--- config.mk ---
export PLATFORM = sky130hd
export DESIGN_NAME = rgb_linear_fade_unit
export DESIGN_NICKNAME = d
export VERILOG_FILES = /design/src/hdl/rlf_pkg.sv /design/src/hdl/rlf_ctrl.sv /design/src/hdl/rlf_datapath.sv /design/src/hdl/rgb_linear_fade_unit.sv
export SDC_FILE = /design/constraint.sdc
export NUM_CORES = 1
export LEC_CHECK = 0
export BUFFER_PORTS_ARGS = -buffer_cell sky130_fd_sc_hd__buf_2
export CORE_ASPECT_RATIO = 1.1
export CORE_MARGIN = 1.5
export CORE_UTILIZATION = 45
export CTS_CLUSTER_DIAMETER = 80
export DETAILED_ROUTE_END_ITERATION = 10
export SYNTH_ARGS = -nofsm -noshare
export SYNTH_HDL_FRONTEND = slang
export SYNTH_SLANG_ARGS = --single-unit
--- constraint.sdc ---
create_clock -name clk -period 11.45 [get_ports clk]
set_input_delay 1.145 -clock clk [delete_from_list [all_inputs] [get_ports clk]]
set_output_delay 1.145 -clock clk [all_outputs]
set_load 0.01 [all_outputs]
--- src/hdl/rlf_pkg.sv ---
`timescale 1ns / 1ps
`default_nettype none
// ----------------------------------------------------------------------------
// RGB linear fade package
// Shared payload types, request codes and the controller command bundle.
// ----------------------------------------------------------------------------
package rlf_pkg;

  // Fixed field widths of the request and result channels.
  localparam int COLOR_W   = 8;
  localparam int PWM_W     = 12;
  localparam int PWM_SCALE = 10;
  localparam int NUM_CH    = 3;
  localparam int CH_W      = 2;

  // Request type codes.
  localparam logic REQ_SET  = 1'b0;
  localparam logic REQ_TICK = 1'b1;

  // One input request.
  typedef struct packed {
    logic               req_type;
    logic [COLOR_W-1:0] red;
    logic [COLOR_W-1:0] green;
    logic [COLOR_W-1:0] blue;
  } in_t;

  // One result.
  typedef struct packed {
    logic [PWM_W-1:0] pwm_red;
    logic [PWM_W-1:0] pwm_green;
    logic [PWM_W-1:0] pwm_blue;
  } out_t;

  // Commands from the controller to the datapath.
  typedef struct packed {
    logic            load_target;
    logic            mul;
    logic            div_step;
    logic            fin;
    logic            out_load;
    logic [CH_W-1:0] ch;
  } cmd_t;

endpackage
`default_nettype wire

--- src/hdl/rlf_ctrl.sv ---
`timescale 1ns / 1ps
`default_nettype none
// ----------------------------------------------------------------------------
// RGB linear fade controller
// Sequences the multiply and the bit-serial divide for each of the three
// color channels, then the output load, and owns the output valid flag.
// ----------------------------------------------------------------------------
module rlf_ctrl #(
  parameter int LEVEL_BITS = 8
) (
  input  wire logic         clk,
  input  wire logic         rst,
  input  wire logic         in_valid,
  input  wire logic         req_type,
  input  wire logic         fade_done,
  input  wire logic         out_stall,
  output logic              in_stall,
  output logic              out_valid,
  output rlf_pkg::cmd_t     cmd
);

  localparam int CNT_W = $clog2(LEVEL_BITS);

  typedef enum logic [4:0] {
    S_IDLE = 5'b00001,
    S_MUL  = 5'b00010,
    S_DIV  = 5'b00100,
    S_FIN  = 5'b01000,
    S_OUT  = 5'b10000
  } state_t;

  state_t                    state, state_next;
  logic [rlf_pkg::CH_W-1:0]  ch, ch_next;
  logic [CNT_W-1:0]          cnt, cnt_next;
  logic                      slot_free;

  // Requests are taken only while no other request is in progress.
  assign in_stall  = (state != S_IDLE);
  assign slot_free = !out_valid || !out_stall;

  // Next state and command decode.
  always_comb begin
    state_next = state;
    ch_next    = ch;
    cnt_next   = cnt;
    cmd        = '0;
    cmd.ch     = ch;
    case (state)
      S_IDLE: begin
        if (in_valid) begin
          if (req_type == rlf_pkg::REQ_SET) begin
            cmd.load_target = 1'b1;
          end else if (fade_done) begin
            state_next = S_OUT;
          end else begin
            ch_next    = '0;
            state_next = S_MUL;
          end
        end
      end
      S_MUL: begin
        cmd.mul    = 1'b1;
        cnt_next   = CNT_W'(LEVEL_BITS - 1);
        state_next = S_DIV;
      end
      S_DIV: begin
        cmd.div_step = 1'b1;
        if (cnt == '0) begin
          state_next = S_FIN;
        end else begin
          cnt_next = cnt - 1'b1;
        end
      end
      S_FIN: begin
        cmd.fin = 1'b1;
        if (ch == rlf_pkg::CH_W'(rlf_pkg::NUM_CH - 1)) begin
          state_next = S_OUT;
        end else begin
          ch_next    = ch + 1'b1;
          state_next = S_MUL;
        end
      end
      S_OUT: begin
        if (slot_free) begin
          cmd.out_load = 1'b1;
          state_next   = S_IDLE;
        end
      end
      default: begin
        state_next = S_IDLE;
      end
    endcase
  end

  // Control registers.
  always_ff @(posedge clk) begin
    if (rst) begin
      state     <= S_IDLE;
      ch        <= '0;
      cnt       <= '0;
      out_valid <= 1'b0;
    end else begin
      state <= state_next;
      ch    <= ch_next;
      cnt   <= cnt_next;
      if (cmd.out_load) begin
        out_valid <= 1'b1;
      end else if (!out_stall) begin
        out_valid <= 1'b0;
      end
    end
  end

endmodule
`default_nettype wire

--- src/hdl/rlf_datapath.sv ---
`timescale 1ns / 1ps
`default_nettype none
// ----------------------------------------------------------------------------
// RGB linear fade datapath
// Holds the color and timer state, one shared multiplier, a restoring
// divider that yields one quotient bit per cycle, and the result register.
// ----------------------------------------------------------------------------
module rlf_datapath #(
  parameter int LEVEL_BITS = 8,
  parameter int TIME_BITS  = 16
) (
  input  wire logic                 clk,
  input  wire logic                 rst,
  input  wire logic                 cfg_wr_en,
  input  wire logic [TIME_BITS-1:0] cfg_wr_data,
  input  wire rlf_pkg::in_t         in_data,
  input  wire rlf_pkg::cmd_t        cmd,
  output logic                      fade_done,
  output rlf_pkg::out_t             out_data
);

  localparam int L     = LEVEL_BITS;
  localparam int TB    = TIME_BITS;
  localparam int PW    = L + TB + 1;
  localparam int SW    = L + rlf_pkg::PWM_W;

  logic [TB-1:0]               t_ms;
  logic [L-1:0]                target [rlf_pkg::NUM_CH];
  logic [L-1:0]                start  [rlf_pkg::NUM_CH];
  logic [TB:0]                 elapsed;
  logic [L-1:0]                prod_lo;
  logic [TB-1:0]               rem;
  logic [L-1:0]                quo;
  logic [rlf_pkg::PWM_W-1:0]   res    [rlf_pkg::NUM_CH];

  logic [L-1:0]                in_lvl  [rlf_pkg::NUM_CH];
  logic [rlf_pkg::PWM_W-1:0]   tgt_pwm [rlf_pkg::NUM_CH];
  logic [L-1:0]                tgt_sel, st_sel, mag, level;
  logic                        neg;
  logic [PW-1:0]               product;
  logic [TB:0]                 rem_sh, rem_sub;
  logic                        ge;
  logic [L:0]                  level_up, level_dn;
  logic [SW-1:0]               level_sc;

  // The fade is over, or there is none, when the duration is zero or the
  // elapsed count has passed it.
  assign fade_done = (t_ms == '0) || (elapsed > {1'b0, t_ms});

  // New target levels at the level width.
  assign in_lvl[0] = L'(in_data.red);
  assign in_lvl[1] = L'(in_data.green);
  assign in_lvl[2] = L'(in_data.blue);

  // Target levels scaled to compare values, used when the fade is over.
  always_comb begin
    logic [SW-1:0] sc;
    for (int i = 0; i < rlf_pkg::NUM_CH; i++) begin
      sc         = SW'(target[i]) * SW'(rlf_pkg::PWM_SCALE);
      tgt_pwm[i] = sc[rlf_pkg::PWM_W-1:0];
    end
  end

  // Channel select and magnitude of the color difference.
  assign tgt_sel = target[cmd.ch];
  assign st_sel  = start[cmd.ch];
  assign neg     = (tgt_sel < st_sel);
  assign mag     = neg ? (st_sel - tgt_sel) : (tgt_sel - st_sel);
  assign product = PW'(mag) * PW'(elapsed);

  // One restoring divide step. The quotient never exceeds the magnitude,
  // so the partial remainder stays below the duration.
  assign rem_sh  = {rem, prod_lo[L-1]};
  assign ge      = (rem_sh >= {1'b0, t_ms});
  assign rem_sub = rem_sh - {1'b0, t_ms};

  // A falling channel rounds toward minus infinity: one more step down
  // whenever the division left a remainder.
  assign level_up = {1'b0, st_sel} + {1'b0, quo};
  assign level_dn = {1'b0, st_sel} - {1'b0, quo} - (L + 1)'(rem != '0);
  assign level    = neg ? level_dn[L-1:0] : level_up[L-1:0];
  assign level_sc = SW'(level) * SW'(rlf_pkg::PWM_SCALE);

  // Architectural state: duration, colors and elapsed count.
  always_ff @(posedge clk) begin
    if (rst) begin
      t_ms    <= '0;
      elapsed <= '0;
      for (int i = 0; i < rlf_pkg::NUM_CH; i++) begin
        target[i] <= '0;
        start[i]  <= '0;
      end
    end else begin
      if (cfg_wr_en) begin
        t_ms <= cfg_wr_data;
      end
      if (cmd.load_target) begin
        for (int i = 0; i < rlf_pkg::NUM_CH; i++) begin
          start[i]  <= target[i];
          target[i] <= in_lvl[i];
        end
        if (t_ms != '0) begin
          elapsed <= '0;
        end
      end
      if (cmd.out_load) begin
        if (!fade_done) begin
          elapsed <= elapsed + 1'b1;
        end else if (t_ms != '0) begin
          for (int i = 0; i < rlf_pkg::NUM_CH; i++) begin
            start[i] <= target[i];
          end
        end
      end
    end
  end

  // Multiply, divide and result registers.
  always_ff @(posedge clk) begin
    if (cmd.mul) begin
      prod_lo <= product[L-1:0];
      rem     <= product[L+TB-1:L];
    end
    if (cmd.div_step) begin
      rem     <= ge ? rem_sub[TB-1:0] : rem_sh[TB-1:0];
      prod_lo <= prod_lo << 1;
      quo     <= {quo[L-2:0], ge};
    end
    if (cmd.fin) begin
      res[cmd.ch] <= level_sc[rlf_pkg::PWM_W-1:0];
    end
    if (cmd.out_load) begin
      out_data.pwm_red   <= fade_done ? tgt_pwm[0] : res[0];
      out_data.pwm_green <= fade_done ? tgt_pwm[1] : res[1];
      out_data.pwm_blue  <= fade_done ? tgt_pwm[2] : res[2];
    end
  end

endmodule
`default_nettype wire

--- src/hdl/rgb_linear_fade_unit.sv ---
// A set-color request leaves the unit idle and gives no result. A tick while a fade
// runs gives its result after a multiply, a bit-serial divide and a final step for
// each of the three channels in turn, sharing one divider, then the output load; a
// tick with no fade running goes straight to the output load.
// Throughput: one request at a time; the next is taken once the result is loaded.
// Reset (rst, synchronous): colors, elapsed count and duration clear to zero.
`timescale 1ns / 1ps
`default_nettype none
// ----------------------------------------------------------------------------
// RGB linear fade unit
// Fades three color channels linearly from the old to the new target over
// a programmable number of millisecond ticks and emits PWM compare values.
// ----------------------------------------------------------------------------
module rgb_linear_fade_unit #(
  parameter int LEVEL_BITS = 8,
  parameter int TIME_BITS  = 16
) (
  input  wire logic                 clk,
  input  wire logic                 rst,
  input  wire logic                 cfg_wr_en,
  input  wire logic [TIME_BITS-1:0] cfg_wr_data,
  input  wire logic                 in_valid,
  output logic                      in_stall,
  input  wire rlf_pkg::in_t         in_data,
  output logic                      out_valid,
  input  wire logic                 out_stall,
  output rlf_pkg::out_t             out_data
);

  rlf_pkg::cmd_t cmd;
  logic          fade_done;

  // Sequencer.
  rlf_ctrl #(
    .LEVEL_BITS (LEVEL_BITS)
  ) u_ctrl (
    .clk       (clk),
    .rst       (rst),
    .in_valid  (in_valid),
    .req_type  (in_data.req_type),
    .fade_done (fade_done),
    .out_stall (out_stall),
    .in_stall  (in_stall),
    .out_valid (out_valid),
    .cmd       (cmd)
  );

  // State, arithmetic and result register.
  rlf_datapath #(
    .LEVEL_BITS (LEVEL_BITS),
    .TIME_BITS  (TIME_BITS)
  ) u_datapath (
    .clk         (clk),
    .rst         (rst),
    .cfg_wr_en   (cfg_wr_en),
    .cfg_wr_data (cfg_wr_data),
    .in_data     (in_data),
    .cmd         (cmd),
    .fade_done   (fade_done),
    .out_data    (out_data)
  );

  // A result is loaded only when the output register is free.
  a_load_free: assert property (@(posedge clk) disable iff (rst)
    cmd.out_load |-> (!out_valid || !out_stall))
    else $error("result loaded over a pending result");

  // A set-color request completes in its own cycle.
  a_set_quick: assert property (@(posedge clk) disable iff (rst)
    (in_valid && !in_stall && in_data.req_type == rlf_pkg::REQ_SET) |=> !in_stall)
    else $error("set-color request left the unit busy");

  // A tick during a running fade starts the arithmetic sequence.
  a_tick_busy: assert property (@(posedge clk) disable iff (rst)
    (in_valid && !in_stall && in_data.req_type == rlf_pkg::REQ_TICK && !fade_done)
      |=> in_stall)
    else $error("fade tick did not start the divider");

  // A new result only ever follows a request in progress.
  a_out_origin: assert property (@(posedge clk) disable iff (rst)
    $rose(out_valid) |-> $past(in_stall))
    else $error("result appeared without a request in progress");

endmodule
`default_nettype wire

==> results of run 1 <==
==> worst max-delay path, delay by kind of cell, from the launching register on <==
family,cells,cell delay [ps]
AOI/OAI and AO/OA,13,3540
adders and majority gates,6,2980
xor gates and xnor gates,2,1030
DFF,1,970
and+or+nand+nor,3,390
buffers and inverters,4,340
==> state kept, by name (all words and copies together), names as in the netlist, named ones only <==
name                 flops
u_ctrl.cnt               3
u_datapath.res          33
u_datapath.t_ms         16
u_datapath.rem          16
u_datapath.start        24
u_ctrl.out_valid         1
u_datapath.quo           8
u_datapath.target       24
u_datapath.prod_lo       8
u_datapath.elapsed      17
u_ctrl.state             5
u_datapath.out_data     33
u_ctrl.ch                2
==> path summary, 6_finish.rpt <==
check	endpoint	slack, ps	depth (start not counted)
setup / recovery	u_datapath.rem[15]$_DFFE_PP_	1900	28
hold / removal	u_ctrl.cnt[0]$_SDFFE_PP0P_	480	1
setup reg to reg	u_datapath.rem[15]$_DFFE_PP_	1900	28
hold reg to reg	u_ctrl.cnt[0]$_SDFFE_PP0P_	480	1
==> area by class of cell <==
class | count | area, sq um
repair buffers | 94 | 505.5
clock buffers | 19 | 432.9
fillers | 3179 | 17170
multi-input cells | 1162 | 9579
clock inverters | 13 | 191.4
inverters | 174 | 653.1
well taps | 438 | 548.0
flip-flops and latches | 192 | 5295
==> per-stage QoR <==
stage	power (uW)	cell area (sq um)	std cells	setup slack (ps)	hold WS, ps
after CTS	1953	17210	2092	1983	483.1
after global placement	1312	16580	2060	2189	463.4
after floorplan	1141	15760	1595	3450	443.0
after detailed placement	1316	16580	2060	2049	470.6
final	1938	17210	2092	1897	481.8
after global routing	2025	17210	2092	937.7	522.2
==> synthesized netlist by cell type (43+ instances only) <==
library cell,number,area (sq um)
dfxtp_1,47,940.9
edfxtp_1,145,4354
nor2_1,88,330.3
mux2i_1,46,460.4
and2_1,111,694.4
clkbuf_1,44,165.2
a21oi_1,94,470.5
inv_1,174,653.1
o21ai_0,43,215.2
ha_1,163,2039
fa_1,99,1982
xnor2_1,52,455.4
nand2_1,131,491.7
==> per-layer routing <==
| layer | GRT usage (%) | vias to the layer above |
|---|---|---|
| met5 | 0 | - |
| met4 | 6.944 | 0 |
| met3 | 2.989 | 43 |
| met2 | 40.07 | 214 |
| met1 | 27.47 | 5501 |
| li1 | - | 5511 |
==> kinds of logic after synthesis <==
group | synth area share (%)
AOI/OAI and AO/OA | 10.47
xor gates and xnor gates | 4.392
adders and majority gates | 25.52
buffers and inverters | 5.972
DFF | 33.61
muxes | 3.065
other | 0.02380
and+or+nand+nor | 16.95
==> power groups by stage <==
stage / Sequential, uW / Clock [uW] / Combinational (uW)
final: 821 / 639 / 478
after detailed placement: 837 / 0 / 479
after global routing: 823 / 673 / 529
after floorplan: 827 / 0 / 314
after CTS: 821 / 648 / 484
after global placement: 837 / 0 / 475
==> cell usage in the layout, fill, tap and decap left out, types with 10 or more instances in the layout <==
| cell | synthesis | routed |
|---|---|---|
| mux2i_1 | 46 | 46 |
| o21ai_0 | 43 | 42 |
| and2_1 | 111 | 111 |
| nor4_1 | 11 | 11 |
| edfxtp_1 | 145 | 145 |
| clkbuf_16 | 0 | 17 |
| xor2_1 | 27 | 27 |
| a211oi_1 | 16 | 15 |
| a21o_1 | 29 | 29 |
| nand2_1 | 131 | 131 |
| o21bai_1 | 12 | 12 |
| inv_1 | 174 | 174 |
| fa_1 | 99 | 99 |
| nor2_1 | 88 | 88 |
| nand3_1 | 22 | 22 |
| o21a_1 | 18 | 18 |
| nor2b_1 | 39 | 39 |
| xnor2_1 | 52 | 50 |
| nand4_1 | 10 | 10 |
| dfxtp_1 | 47 | 47 |
| and3_1 | 35 | 35 |
| a21oi_1 | 94 | 93 |
| nand2b_1 | 15 | 15 |
| ha_1 | 163 | 163 |
| nor3_1 | 18 | 18 |
| buf_2 | 10 | 80 |
| buf_4 | 4 | 14 |
==> qor.txt, run 1 <==
HPWL after DPL: 29,010 um
Mapped cell area: 0.01576 sq mm
Switching power: 636.8 uW
Worst Setup Path Type: reg -> reg
Met3 Wirelength: 1172 um
Core Rows: 71
H-tree depth: 4
Yosys warns: 0
Slowest stage delay, CP: 970 ps
Mean area per synthesized cell: 9.890 sq um
Initial antenna violation count: 0
Share of cells above drive strength 1: 8.888%
Sequential power share: 42.4%
Tcrit/Tclk final: 83.43%
IO Port Bufs: 80
Seq/Total Area, Yosys: 33.61%
Max Cap Violations: 0
Vias in the first global route: 11,480
DR vias: 11,270
Setup Total Neg Slack: 0 ps
GRT overflow: 0
Switching Share: 32.85%
CTS tree: built
Rel. slew slack: 20.57%
Wl on met1: 16,470 um
Post-synthesis cell type count: 70
DRT Pass-1 Iters: 5
Die area: 0.03614 sq mm
Starting Density: 45.83%
Die H: 199.2 um
Post-synth EDFFs: 145
Synth async-reset ratio: 0%
Crit path max fanout: 32
CTS Buf Count: 17
Setup Fix Bufs, Post-CTS: 0
Slew @ Worst Pin: 1192 ps
CP Capture Type: register
Fmax achieved: 104.7 MHz
Final setup fails: 0
Fin. Hold Viols: 0
Hold/Removal Path Class: reg -> reg
Total Wirelength: 38,200 um
Clk sinks: 192
CORE AREA: 0.03438 sq mm
Final core area utilization: 50.05%
Num ports: 84
Worst endpoint required time: 11,620 ps
Clock transition at the registers of the reported paths: 80 ps
Met2 WL: 19,710 um
Layout net count: 1,949
Combinational power share: 24.7%
Routability cong.: 0.8725
Cell Pwr Density: 112.7 mW/mm^2
Clk_lat worst skew: 460 ps
Worst vdd rail ir drop: 0.09360 mV
DR DRC count: 0
Min-delay src: u_ctrl.cnt[0]$_SDFFE_PP0P_
Total GRT Usage: 22.17%
Largest net degree at the start of global routing: 42
Maximum root-to-sink buffer count: 2
Avg WL per Cell: 18.26 um
Yosys reg bits: 192
Antenna viol nets, final: 0
Crit-path slowest cell: dfxtp_1
Top Layer Used: met4
CP most frequent cell: fa_1
Layout area overhead: 9.205%
Minimum clock period: 9553 ps
Most used DFF post-synth: edfxtp_1
Lkg Pwr: 0.007910 uW
Worst path arrival time: 9720 ps
DR iter-0 viols: 527
Hold_buf cts: 0
Pint: 1302 uW
Max-slew violation count: 0
Antenna cell count: 0
Mapped Cells: 1,593
Cts repair resizes: 0
Worst clock skew: 22.73 ps
Clock root buffer master: clkbuf_16
Type of origin of the critical path: register
First-pass GRT wire length: 61,880 um
Clk network pwr share: 33.0%
Chip width: 181.4 um
Status: complete, no violations
RSZ-0062 raised after global routing: no
Vias/cell: 5.387
Power figures use the tool's default switching activity.
==> inputs of run 2 (changes only) <==
==> constraint.sdc (replaced) <==
create_clock -name clk -period 7.75 [get_ports clk]
set_input_delay 0.775 -clock clk [delete_from_list [all_inputs] [get_ports clk]]
set_output_delay 0.775 -clock clk [all_outputs]
set_load 0.01 [all_outputs]
==> qor.txt, run 2 (same netlist as run 1, synthesis figures left out) <==
Status: complete, no violations (unchanged)
Total Wirelength: 38,400 um (was 38,200 um)
Worst Setup Path Type: reg -> reg (unchanged)
Clk_lat worst skew: 450 ps (was 460 ps)
Commonest non-fill, non-tap cells in the layout: 174 x inv_1, 162 x ha_1, 145 x edfxtp_1 (was 174 x inv_1, 163 x ha_1, 145 x edfxtp_1)
DR vias: 11,520 (was 11,270)
R2r endpoint: u_datapath.rem[4]$_DFFE_PP_ (was u_datapath.rem[15]$_DFFE_PP_)
DR DRC count: 0 (unchanged)
Max Cap Violations: 0 (unchanged)
Total GRT Usage: 22.40% (was 22.17%)
Post-route cell area: 0.01769 sq mm (was 0.01721 sq mm)
H-tree depth: 4 (unchanged)
Initial antenna violation count: 1 (was 0)
CTS tree: built (unchanged)
Crit path max fanout: 8 (was 32)
Cell Pwr Density: 163.0 mW/mm^2 (was 112.7 mW/mm^2)
Largest net degree at the start of global routing: 42 (unchanged)
Commonest non-fill, non-tap cell in the layout: inv_1 (unchanged)
Worst clock skew: 11.98 ps (was 22.73 ps)
Top delay family on crit path: adder cells (was compound AO/OA/AOI/OAI gates)
Tcrit/Tclk final: 94.47% (was 83.43%)
Core Rows: 71 (unchanged)
Antenna viol nets, final: 0 (unchanged)
CP Capture Type: register (unchanged)
Reg2Reg Depth: 29 (was 28)
CTS Buf Count: 17 (unchanged)
Hold/Removal Path Class: reg -> reg (unchanged)
Met1 Use GR: 25.65% (was 27.47%)
Hold slack: 473.3 ps (was 481.8 ps)
Clk sinks: 192 (unchanged)
Starting Density: 45.83% (unchanged)
R2R Setup Slk: 430 ps (was 1900 ps)
Vias in the first global route: 12,000 (was 11,480)
Worst endpoint required time: 7930 ps (was 11,620 ps)
Die area: 0.03614 sq mm (unchanged)
Clock root buffer master: clkbuf_16 (unchanged)
Rel. slew slack: 22.20% (was 20.57%)
Final setup fails: 0 (unchanged)
Worst path arrival time: 7510 ps (was 9720 ps)
Num ports: 84 (unchanged)
GRT busiest layer: met2 (unchanged)
Crit path buf inv count: 6 (was 4)
Minimum clock period: 7321 ps (was 9553 ps)
Grt met3 use: 3.481% (was 2.989%)
Biggest regs: u_datapath.out_data (33), u_datapath.res (33) (unchanged)
First-pass GRT wire length: 62,500 um (was 61,880 um)
Clock transition at the registers of the reported paths: 70 ps (was 80 ps)
CP endpoint: u_datapath.rem[4]$_DFFE_PP_ (was u_datapath.rem[15]$_DFFE_PP_)
Share of cells above drive strength 1: 12.21% (was 8.888%)
Fmax achieved: 136.6 MHz (was 104.7 MHz)
Chip width: 181.4 um (unchanged)
GRT overflow: 0 (unchanged)
Hold_buf cts: 0 (unchanged)
Slowest stage delay, CP: 550 ps (was 970 ps)
Layout area overhead: 12.26% (was 9.205%)
Layout net count: 1,991 (was 1,949)
Met2 global-route usage: 41.85% (was 40.07%)
Crit-path slowest cell: fa_1 (was dfxtp_1)
Slew @ Worst Pin: 1167 ps (was 1192 ps)
DRT Pass-1 Iters: 5 (unchanged)
CORE AREA: 0.03438 sq mm (unchanged)
Routability cong.: 0.9007 (was 0.8725)
HPWL after DPL: 29,890 um (was 29,010 um)
CP most frequent cell: fa_1 (unchanged)
Critical path depth: 29 (was 28)
Vias/cell: 5.394 (was 5.387)
Avg WL per Cell: 17.99 um (was 18.26 um)
Fin. Hold Viols: 0 (unchanged)
Lkg Pwr: 0.008143 uW (was 0.007910 uW)
DR iter-0 viols: 515 (was 527)
Type of origin of the critical path: register (unchanged)
Max-slew violation count: 0 (unchanged)
IO Port Bufs: 80 (unchanged)
Worst vdd rail ir drop: 0.1552 mV (was 0.09360 mV)
Placed Area: 0.01683 sq mm (was 0.01658 sq mm)
Die H: 199.2 um (unchanged)
Maximum root-to-sink buffer count: 2 (unchanged)
run 2: layout make-up:
class                   count  area, sq um
flip-flops and latches    192         5299
clock buffers              18        429.2
repair buffers            136        898.4
diodes                      1        2.502
fillers                  3169        16690
multi-input cells        1162         9707
inverters                 174        653.1
clock inverters            14        150.1
well taps                 438        548.0
run 2: tightest hold or removal path, cell delays in order, from the launching register on:
cell and delay [ps]:
dfxtp_1 310, nand3_1 60, o31ai_1 60
run 2: metrics by stage:
stage,instances,total power (uW),TNS (ps),setup WS (ps),utilization [%]
floorplan,1595,1686,0,44.17,-
global placement,2092,1959,0,69.70,48.96
detailed placement,2092,1966,-116.2,-80.05,48.96
CTS,2127,2860,0,31.03,50.77
global route,2134,3016,-46.39,-39.83,51.44
finish,2135,2883,0,428.9,51.45
run 2: repair_timing:
action	in CTS	in global routing
setup buffers	3	6
setup endpoints to repair	2	12
gates cloned	0	1
pin swaps	0	20
resized for setup	2	32
run 2: how the worst min path moves through the flow:
stage | end | depth (start not counted) | start | slack (ps)
after floorplan | u_ctrl.cnt[0]$_SDFFE_PP0P_ | 1 | u_ctrl.cnt[0]$_SDFFE_PP0P_ | 440
after global placement | u_datapath.prod_lo[0]$_SDFFE_PP0P_ | 2 | u_datapath.prod_lo[0]$_SDFFE_PP0P_ | 460
after detailed placement | u_datapath.prod_lo[0]$_SDFFE_PP0P_ | 2 | u_datapath.prod_lo[0]$_SDFFE_PP0P_ | 460
after CTS | u_datapath.prod_lo[0]$_SDFFE_PP0P_ | 2 | u_datapath.prod_lo[0]$_SDFFE_PP0P_ | 470
after global routing | u_datapath.prod_lo[0]$_SDFFE_PP0P_ | 2 | u_datapath.prod_lo[0]$_SDFFE_PP0P_ | 490
final | u_datapath.prod_lo[0]$_SDFFE_PP0P_ | 2 | u_datapath.prod_lo[0]$_SDFFE_PP0P_ | 470
run 2: report_power, final:
group | total (uW) | switching, uW | internal [uW] | leakage, uW
sequential | 1210 | 24.4 | 1190 | 0.00178
clock | 880 | 425 | 455 | 0.000274
combinational | 793 | 490 | 303 | 0.00609
total | 2880 | 938 | 1940 | 0.00814
run 2: per-layer routing:
metal	wire (um)	up-vias	share of wire, %
li1	-	5610	-
met1	15770	5621	41
met2	20090	224	52
met3	1239	61	3.2
met4	1297	0	3.4
met5	0	-	0
==> inputs of run 3 (changes only) <==
--- a/config.mk
+++ b/config.mk
@@ -6,7 +6,6 @@
 export NUM_CORES = 1
 export LEC_CHECK = 0
 export BUFFER_PORTS_ARGS = -buffer_cell sky130_fd_sc_hd__buf_2
-export CORE_ASPECT_RATIO = 1.1
 export CORE_MARGIN = 1.5
 export CORE_UTILIZATION = 45
 export CTS_CLUSTER_DIAMETER = 80
==> qor.txt, run 3 (same netlist as run 1, synthesis figures left out) <==
Status: complete, no violations (unchanged)
Num ports: 84 (unchanged)
Hold/Removal Path Class: reg -> reg (unchanged)
Biggest regs: u_datapath.out_data (33), u_datapath.res (33) (unchanged)
IO Port Bufs: 80 (unchanged)
Commonest non-fill, non-tap cells in the layout: 174 x inv_1, 162 x ha_1, 145 x edfxtp_1 (unchanged)
Worst clock skew: 11.64 ps (was 11.98 ps)
Antenna viol nets, final: 0 (unchanged)
Layout net count: 1,988 (was 1,991)
Final core area utilization: 51.08% (was 51.45%)
Total Wirelength: 38,090 um (was 38,400 um)
GRT overflow: 0 (unchanged)
Worst Setup Path Type: reg -> reg (unchanged)
Hold endpoint: u_ctrl.cnt[0]$_SDFFE_PP0P_ (was u_datapath.prod_lo[0]$_SDFFE_PP0P_)
Reg2Reg Depth: 30 (was 29)
Maximum root-to-sink buffer count: 2 (unchanged)
Vias in the first global route: 11,760 (was 12,000)
Max Cap Violations: 0 (unchanged)
Type of origin of the critical path: register (unchanged)
Worst vdd rail ir drop: 0.1645 mV (was 0.1552 mV)
CP most frequent cell: fa_1 (unchanged)
Setup ws final: 330.5 ps (was 428.9 ps)
Crit-path slowest cell: fa_1 (unchanged)
Top delay family on crit path: adder cells (unchanged)
Chip width: 190.1 um (was 181.4 um)
First-pass GRT wire length: 62,140 um (was 62,500 um)
Sequential power share: 41.2% (was 42.0%)
DRT Pass-1 Iters: 5 (unchanged)
Avg WL per Cell: 17.73 um (was 17.99 um)
R2R Setup Slk: 330 ps (was 430 ps)
Clock transition at the registers of the reported paths: 80 ps (was 70 ps)
Pint: 1995 uW (was 1944 uW)
Share of cells above drive strength 1: 11.81% (was 12.21%)
Fillers: 3,191 (was 3,169)
Die H: 190.1 um (was 199.2 um)
Crit path max fanout: 12 (was 8)
Min-delay src: u_ctrl.cnt[0]$_SDFFE_PP0P_ (was u_datapath.prod_lo[0]$_SDFFE_PP0P_)
Antenna cell count: 0 (was 1)
Max-slew violation count: 0 (unchanged)
R2r endpoint: u_datapath.rem[14]$_DFFE_PP_ (was u_datapath.rem[4]$_DFFE_PP_)
Final setup fails: 0 (unchanged)
Minimum clock period: 7420 ps (was 7321 ps)
Starting Density: 45.61% (was 45.83%)
Cell Pwr Density: 166.7 mW/mm^2 (was 163.0 mW/mm^2)
Slowest stage delay, CP: 550 ps (about the same)
Switching Share: 32.17% (was 32.56%)
Fin. Hold Viols: 0 (unchanged)
Switching power: 946.4 uW (was 938.5 uW)
Clk sinks: 192 (unchanged)
Total GRT Usage: 22.05% (was 22.40%)
DP Worst Slack: -4.416 ps (was -80.05 ps)
Layout area overhead: 11.98% (was 12.26%)
Register Area: 0.005300 sq mm (was 0.005299 sq mm)
Hold-critical path depth: 1 (was 2)
CTS tree: built (unchanged)
Slew @ Worst Pin: 1159 ps (was 1167 ps)
Clock root buffer master: clkbuf_16 (unchanged)
Fmax achieved: 134.8 MHz (was 136.6 MHz)
Clk network pwr share: 32.8% (was 30.5%)
CORE AREA: 0.03454 sq mm (was 0.03438 sq mm)
CP Capture Type: register (unchanged)
Multi-input combinational cell area: 0.009641 sq mm (was 0.009707 sq mm)
Critical path depth: 30 (was 29)
DR DRC count: 0 (unchanged)
HPWL after DPL: 29,610 um (was 29,890 um)
Largest net degree at the start of global routing: 42 (unchanged)
Worst path arrival time: 7570 ps (was 7510 ps)
DR vias: 11,500 (was 11,520)
Crit path buf inv count: 6 (unchanged)
Lkg Pwr: 0.008132 uW (was 0.008143 uW)
Commonest non-fill, non-tap cell in the layout: inv_1 (unchanged)
H-tree depth: 4 (unchanged)
Die area: 0.03614 sq mm (about the same)
Clk_lat worst skew: 450 ps (about the same)
Rel. slew slack: 22.75% (was 22.20%)
Initial antenna violation count: 0 (was 1)
Vias/cell: 5.354 (was 5.394)
CTS Buf Count: 17 (unchanged)
DR iter-0 viols: 454 (was 515)
Routability cong.: 0.8767 (was 0.9007)
Worst endpoint required time: 7910 ps (was 7930 ps)
Tcrit/Tclk final: 95.74% (was 94.47%)
Core Rows: 68 (was 71)
Hold slack: 474.2 ps (was 473.3 ps)
Combinational power share: 26.1% (was 27.5%)
## run 3: per-layer routing
layer,GRT usage (%),wire length [um],share of wire (%)
met1,26.84,15960,42
met2,41.02,20150,53
met3,2.490,1231,3.2
met4,5.769,747,2.0
met5,0,0,0
## run 3: repair_timing
action,4_1_cts,5_1_grt
gates resized for setup,2,19
pin swaps,0,12
hold buffers,0,0
endpoints found under the hold margin,0,0
buffers inserted,0,4
setup endpoints to repair,2,10
## run 3: worst max path at each step
| stage | startpoint | to |
|---|---|---|
| floorplan | register | u_datapath.rem[15]$_DFFE_PP_ |
| global placement | register | u_datapath.rem[15]$_DFFE_PP_ |
| detailed placement | register | u_datapath.rem[15]$_DFFE_PP_ |
| CTS | register | u_datapath.rem[14]$_DFFE_PP_ |
| global route | register | u_datapath.rem[14]$_DFFE_PP_ |
| finish | register | u_datapath.rem[14]$_DFFE_PP_ |
## run 3: final cells by class
| type | count | share of cell area, % |
|---|---|---|
| clock buffer | 17 | 2.411 |
| inverter | 174 | 3.702 |
| multi-input combinational | 1162 | 54.64 |
| clock inverter | 15 | 1.248 |
| timing repair buffer | 133 | 4.730 |
| sequential | 192 | 30.04 |
| tap | 455 | 3.227 |
## run 3: power by group through the flow
stage	logic (uW)	registers, uW	clock network [uW]
after floorplan	464	1220	0
after global placement	731	1230	0
after detailed placement	739	1230	0
after CTS	748	1210	979
after global routing	843	1210	1020
final	767	1210	964
## run 3: per-stage QoR
stage	total power, uW	instance area [sq um]	instances	setup TNS, ps
final	2942	17640	2148	0
after global routing	3072	17640	2148	-49.97
after CTS	2938	17530	2144	0
after detailed placement	1973	16870	2112	-4.416
after global placement	1965	16870	2112	0
after floorplan	1686	15770	1595	0
